--- src/rtl/cbse_pkg.sv ---
// Package: shared types, constants and codes of the cubic Bezier spline evaluator.
`default_nettype none
package cbse_pkg;

   localparam int MAX_ANCHORS = 64;
   localparam int T_FRAC_BITS = 12;
   localparam int COORD_BITS  = 16;
   localparam int T_BITS      = 18;

   localparam int SEG_BITS    = T_BITS - T_FRAC_BITS;
   localparam int FRAC_W      = T_FRAC_BITS + 1;
   localparam int ONE         = 1 << T_FRAC_BITS;
   localparam int COUNT_BITS  = $clog2(MAX_ANCHORS + 1);
   localparam int CMP_BITS    = ((SEG_BITS > COUNT_BITS) ? SEG_BITS : COUNT_BITS) + 2;

   // Anchors and control points are each split into an even and an odd bank,
   // so every segment reads one entry per bank.
   localparam int ABANK_DEPTH = (MAX_ANCHORS + 1) / 2;
   localparam int ABANK_AW    = (ABANK_DEPTH > 1) ? $clog2(ABANK_DEPTH) : 1;
   localparam int CBANK_DEPTH = MAX_ANCHORS - 1;
   localparam int CBANK_AW    = (CBANK_DEPTH > 1) ? $clog2(CBANK_DEPTH) : 1;

   localparam int SQ_BITS     = 2 * FRAC_W;
   localparam int CUBE_BITS   = 3 * FRAC_W + 2;
   localparam int WGT_BITS    = 3 * T_FRAC_BITS + 1;
   localparam int TERM_BITS   = COORD_BITS + WGT_BITS + 1;
   localparam int SUM_BITS    = TERM_BITS + 2;
   localparam int RES_SHIFT   = 3 * T_FRAC_BITS;

   typedef enum logic [1:0] {
      ACT_ANCHOR  = 2'd0,
      ACT_CONTROL = 2'd1,
      ACT_CLEAR   = 2'd2,
      ACT_EVAL    = 2'd3
   } action_type;

   typedef enum logic [1:0] {
      ST_OK           = 2'd0,
      ST_ANCHOR_FULL  = 2'd1,
      ST_CONTROL_FULL = 2'd2,
      ST_SEG_UNAVAIL  = 2'd3
   } status_type;

   typedef struct packed {
      action_type                   action;
      logic signed [COORD_BITS-1:0] coord_x;
      logic signed [COORD_BITS-1:0] coord_y;
      logic [T_BITS-1:0]            param_t;
   } req_type;

   typedef struct packed {
      status_type                   status;
      logic signed [COORD_BITS-1:0] point_x;
      logic signed [COORD_BITS-1:0] point_y;
   } rsp_type;

   typedef struct packed {
      logic signed [COORD_BITS-1:0] x;
      logic signed [COORD_BITS-1:0] y;
   } point_type;

   typedef logic [FRAC_W-1:0] frac_type;

   // Stage 1: decoded word plus raw bank reads.
   typedef struct packed {
      status_type status;
      logic       ok;
      logic       odd;
      frac_type   u;
      frac_type   v;
      point_type  ae;
      point_type  ao;
      point_type  ce;
      point_type  co;
   } s1_type;

   // Points of the segment in curve order, carried beside the basis math.
   typedef struct packed {
      status_type status;
      logic       ok;
      point_type  p0;
      point_type  c0;
      point_type  c1;
      point_type  p1;
   } tag_type;

   typedef struct packed {
      tag_type               tag;
      logic [WGT_BITS-1:0]   w0;
      logic [WGT_BITS-1:0]   w1;
      logic [WGT_BITS-1:0]   w2;
      logic [WGT_BITS-1:0]   w3;
   } s3_type;

endpackage
`default_nettype wire

--- src/rtl/cbse_basis.sv ---
// Bernstein weights of the segment parameter (pipeline stages 2 and 3).
`default_nettype none
module cbse_basis (
   input  wire logic            clock,
   input  wire logic            reset,
   input  wire logic            take2,
   input  wire logic            take3,
   input  wire logic            s1_valid,
   input  wire cbse_pkg::s1_type s1,
   output logic                 s2_valid,
   output logic                 s3_valid,
   output cbse_pkg::s3_type     s3
);
   import cbse_pkg::*;

   logic                 v2_ff, v2_in, v3_ff, v3_in;
   tag_type              tag2_ff, tag2_in;
   frac_type             u_ff, v_ff;
   logic [SQ_BITS-1:0]   uu_ff, vv_ff, uv_ff;
   s3_type               s3_ff, s3_in;
   logic [CUBE_BITS-1:0] vvv, uvv, uuv, uuu;

   always_comb begin
      tag2_in.status = s1.status;
      tag2_in.ok     = s1.ok;
      tag2_in.p0     = s1.odd ? s1.ao : s1.ae;
      tag2_in.p1     = s1.odd ? s1.ae : s1.ao;
      tag2_in.c0     = s1.ce;
      tag2_in.c1     = s1.co;

      vvv = CUBE_BITS'(vv_ff) * CUBE_BITS'(v_ff);
      uvv = CUBE_BITS'(uv_ff) * CUBE_BITS'(v_ff);
      uuv = CUBE_BITS'(uv_ff) * CUBE_BITS'(u_ff);
      uuu = CUBE_BITS'(uu_ff) * CUBE_BITS'(u_ff);

      s3_in.tag = tag2_ff;
      s3_in.w0  = WGT_BITS'(vvv);
      s3_in.w1  = WGT_BITS'(uvv + (uvv << 1));
      s3_in.w2  = WGT_BITS'(uuv + (uuv << 1));
      s3_in.w3  = WGT_BITS'(uuu);

      v2_in = take2 ? s1_valid : v2_ff;
      v3_in = take3 ? v2_ff : v3_ff;
   end

   always_ff @(posedge clock) begin
      if (reset) begin
         v2_ff <= 1'b0;
         v3_ff <= 1'b0;
      end else begin
         v2_ff <= v2_in;
         v3_ff <= v3_in;
      end
   end

   always_ff @(posedge clock) begin
      if (take2) begin
         tag2_ff <= tag2_in;
         u_ff    <= s1.u;
         v_ff    <= s1.v;
         uu_ff   <= SQ_BITS'(s1.u) * SQ_BITS'(s1.u);
         vv_ff   <= SQ_BITS'(s1.v) * SQ_BITS'(s1.v);
         uv_ff   <= SQ_BITS'(s1.u) * SQ_BITS'(s1.v);
      end
      if (take3) begin
         s3_ff <= s3_in;
      end
   end

   assign s2_valid = v2_ff;
   assign s3_valid = v3_ff;
   assign s3       = s3_ff;

endmodule
`default_nettype wire

--- config.mk ---
export PLATFORM = sky130hd
export DESIGN_NAME = cbse_basis
export DESIGN_NICKNAME = d
export VERILOG_FILES = /design/src/rtl/cbse_pkg.sv /design/src/rtl/cbse_basis.sv
export SDC_FILE = /design/constraint.sdc
export NUM_CORES = 2
export LEC_CHECK = 0
export ABC_AREA = 1
export BUFFER_PORTS_ARGS = -buffer_cell sky130_fd_sc_hd__buf_2
export CAP_MARGIN = 0
export CORE_MARGIN = 5
export CORE_UTILIZATION = 35
export CTS_BUF_LIST = sky130_fd_sc_hd__clkbuf_4
export CTS_CLUSTER_SIZE = 28
export DETAILED_ROUTE_END_ITERATION = 10
export SETUP_SLACK_MARGIN = 0.4
export SLEW_MARGIN = 30
export SYNTH_ARGS = -nofsm -noshare
export SYNTH_HDL_FRONTEND = slang
export SYNTH_SLANG_ARGS = --single-unit
--- constraint.sdc ---
create_clock -name clock -period 8.85 [get_ports clock]
set_input_delay 1.3275 -clock clock [delete_from_list [all_inputs] [get_ports clock]]
set_output_delay 1.3275 -clock clock [all_outputs]
set_load 0.01 [all_outputs]
==> flow_metrics.tcl <==
set metrics [dict create \
    avgSynthCellArea_um2 8.49 \
    finalSetupTns_ps 0 \
    insertion_delay_ps 1210 \
    syn_inst 9196 \
    drive_above_1_share 0.0883 \
    post_cts_buffers 0 \
    synthFlopType "edfxtp_1" \
    cts_tree "built" \
    min_path_type "input port to register" \
    place_congestion 0.922 \
    fin_cells 12600 \
    numCtsBuffers 149 \
    crit_type "register to register" \
    wl_per_cell_um 15.8 \
    fin_skew_ps 91.6 \
    cp.arrival_ps 8710 \
    postCtsHoldBufs 0 \
    holdWs_ps 308 \
    drt_iter0_markers 3142 \
    rr_worst_depth 30 \
    port_buffers 443 \
    coreArea_um2 222000 \
    htree_num_levels 4 \
    yosysUniqueCellTypes 52 \
    async_flop_share 0 \
    dpl.hpwl_um 159000 \
    worstHoldPathCells 1 \
    crit_path_top_delay_cell "edfxtp_1" \
    cp.depth 30 \
    antenna_found_initial 30 \
    grt_pass1_wl_um 330000 \
    row_count 173 \
    status "complete, no violations" \
    dieArea_um2 233000 \
    cts_root_buffer "clkbuf_4" \
    post_cts_resized 0 \
    tightest_slew_ps 983 \
    via_count 58600 \
    yosys_warnings 0 \
    start_util 0.351 \
    ant_nets 0 \
    slowest_delay_ps 770 \
    ys_seq_elements 512 \
    finalWirelength_um 199000 \
    clk_path_buf_depth 3 \
    hold_end "s3_in[180]$_DFFE_PP_" \
    relSlewSlack 0.336 \
    die_y_um 482 \
    finalHoldViolations 0 \
    vias_per_cell 4.65 \
    crit_top_cell "nand2_1" \
    clkSlewWorstSetupHoldPaths_ps 70 \
    r2r-end "s3[70]$_DFFE_PP_" \
    fin_nets 11600 \
    placed_cells 12300 \
    rrSetupSlack_ps 1030 \
    synth_edf_count 510 \
    synth_most_common_cell "inv_1" \
    crit_buf_inv 8 \
    cts_sinks 512 \
    yosysTopAreaCellShare 0.347 \
    overflow 0 \
    regArea_um2 15400 \
    crit_path_start_kind "register" \
    setup_viol 0 \
    stdcell_area_um2 85300 \
    grt_max_degree 133 \
    ios 444 \
    worstPathRequired_ps 9730 \
    cp_top_family "adder cells" \
    synth_area_um2 78100 \
    slew_viol_final 0 \
    syn_to_final_growth_pct 9.32 \
    fmax_ghz 0.128 \
    drcViolationCount 0 \
    maxCapViolCount 0 \
    track_usage 0.175 \
    fp.dieW_um 482 \
    crit_fanout 36 \
    first_pass_iters 5 \
    seq_area_frac_synth 0.197 \
    r2r_start "u_ff[2]$_DFFE_PP_" \
    synth_area_leaders "fa_1 35%, edfxtp_1 20%, inv_1 12%, nand2_1 12%, ha_1 9.3%" \
    n_fill_cell 22700 \
    period_share 0.884 \
    synth_common_cells "2508 x inv_1, 2434 x nand2_1, 1353 x fa_1" \
    endpoint_kind "register" \
    rsz0062_at_grt "false" \
    grt_pass1_vias 63600 \
    place_area_um2 83200 \
    synth_top_cell_by_area "fa_1" \
    multi_input_area_um2 51900 \
    fin_crit_ps 7820 \
    hp-start "s1[0]" \
]
-- cell families after synthesis --
family,Yosys count,share of synthesized area
adder cells (fa/ha/maj),1936,0.440
AO/OA/AOI/OAI,578,0.0406
other,2,0.0000962
XOR/XNOR,250,0.0281
buffers and inverters,2891,0.139
AND/OR/NAND/NOR,3025,0.155
multiplexers,2,0.000256
flip-flops,512,0.197
-- layer usage --
metal / vias to the layer above / global-route usage / part of all wire
li1: 27600 / - / -
met1: 29000 / 0.217 / 0.41
met2: 1547 / 0.307 / 0.50
met3: 333 / 0.0376 / 0.065
met4: 12 / 0.0523 / 0.025
met5: - / 0 / 0.00037
-- flip-flops by register name, summed over array words and instances, names as in the netlist --
register  cells
u_ff         13
s3          279
s3_valid      1
s3_in       131
uu_ff        24
v_ff         13
vv_ff        24
uv_ff        26
s2_valid      1
-- area by class of cell --
| cell class | count | share of cell area |
|---|---|---|
| clock inverter | 61 | 0.00569 |
| timing repair buffer | 515 | 0.0336 |
| antenna | 21 | 0.000616 |
| sequential | 512 | 0.180 |
| multi-input combinational | 5801 | 0.608 |
| clock buffer | 204 | 0.0179 |
| tap | 2975 | 0.0436 |
| inverter | 2515 | 0.111 |
-- metrics by stage --
stage	setup WS (ps)	util
floorplan	2130	-
global placement	1110	0.374
detailed placement	1140	0.375
CTS	1020	0.384
global route	456	0.384
finish	1030	0.384
-- worst max path at each step --
stage / start / endpoint / slack [ps]
final: u_ff[2]$_DFFE_PP_ / s3[70]$_DFFE_PP_ / 1030
after detailed placement: u_ff[2]$_DFFE_PP_ / s3[70]$_DFFE_PP_ / 1140
after CTS: u_ff[2]$_DFFE_PP_ / s3[70]$_DFFE_PP_ / 1020
after global routing: u_ff[2]$_DFFE_PP_ / s3[70]$_DFFE_PP_ / 460
after floorplan: uv_ff[7]$_DFFE_PP_ / s3[70]$_DFFE_PP_ / 2130
after global placement: u_ff[1]$_DFFE_PP_ / s3[70]$_DFFE_PP_ / 1110
-- cell usage in the layout, fill, tap and decap left out, drive strengths merged, types with 10 or more instances in the layout --
cell type and n:
inv 2522, nand2 2482, fa 1353, ha 583, buf 515, edfxtp 510, a21oi 320, nor2 271
clkbuf 204, xor2 170, nand3 161, o21ai 154, xnor2 80, clkinv 48, nand4 42, nor3 32
diode 21, a31oi 19, nand3b 17, o21bai 15, a21o 13, o21a 11, a21boi 11, conb 10
Power is not shown: default switching activity piles up to over one toggle a cycle in this logic, so the estimate is an artifact.
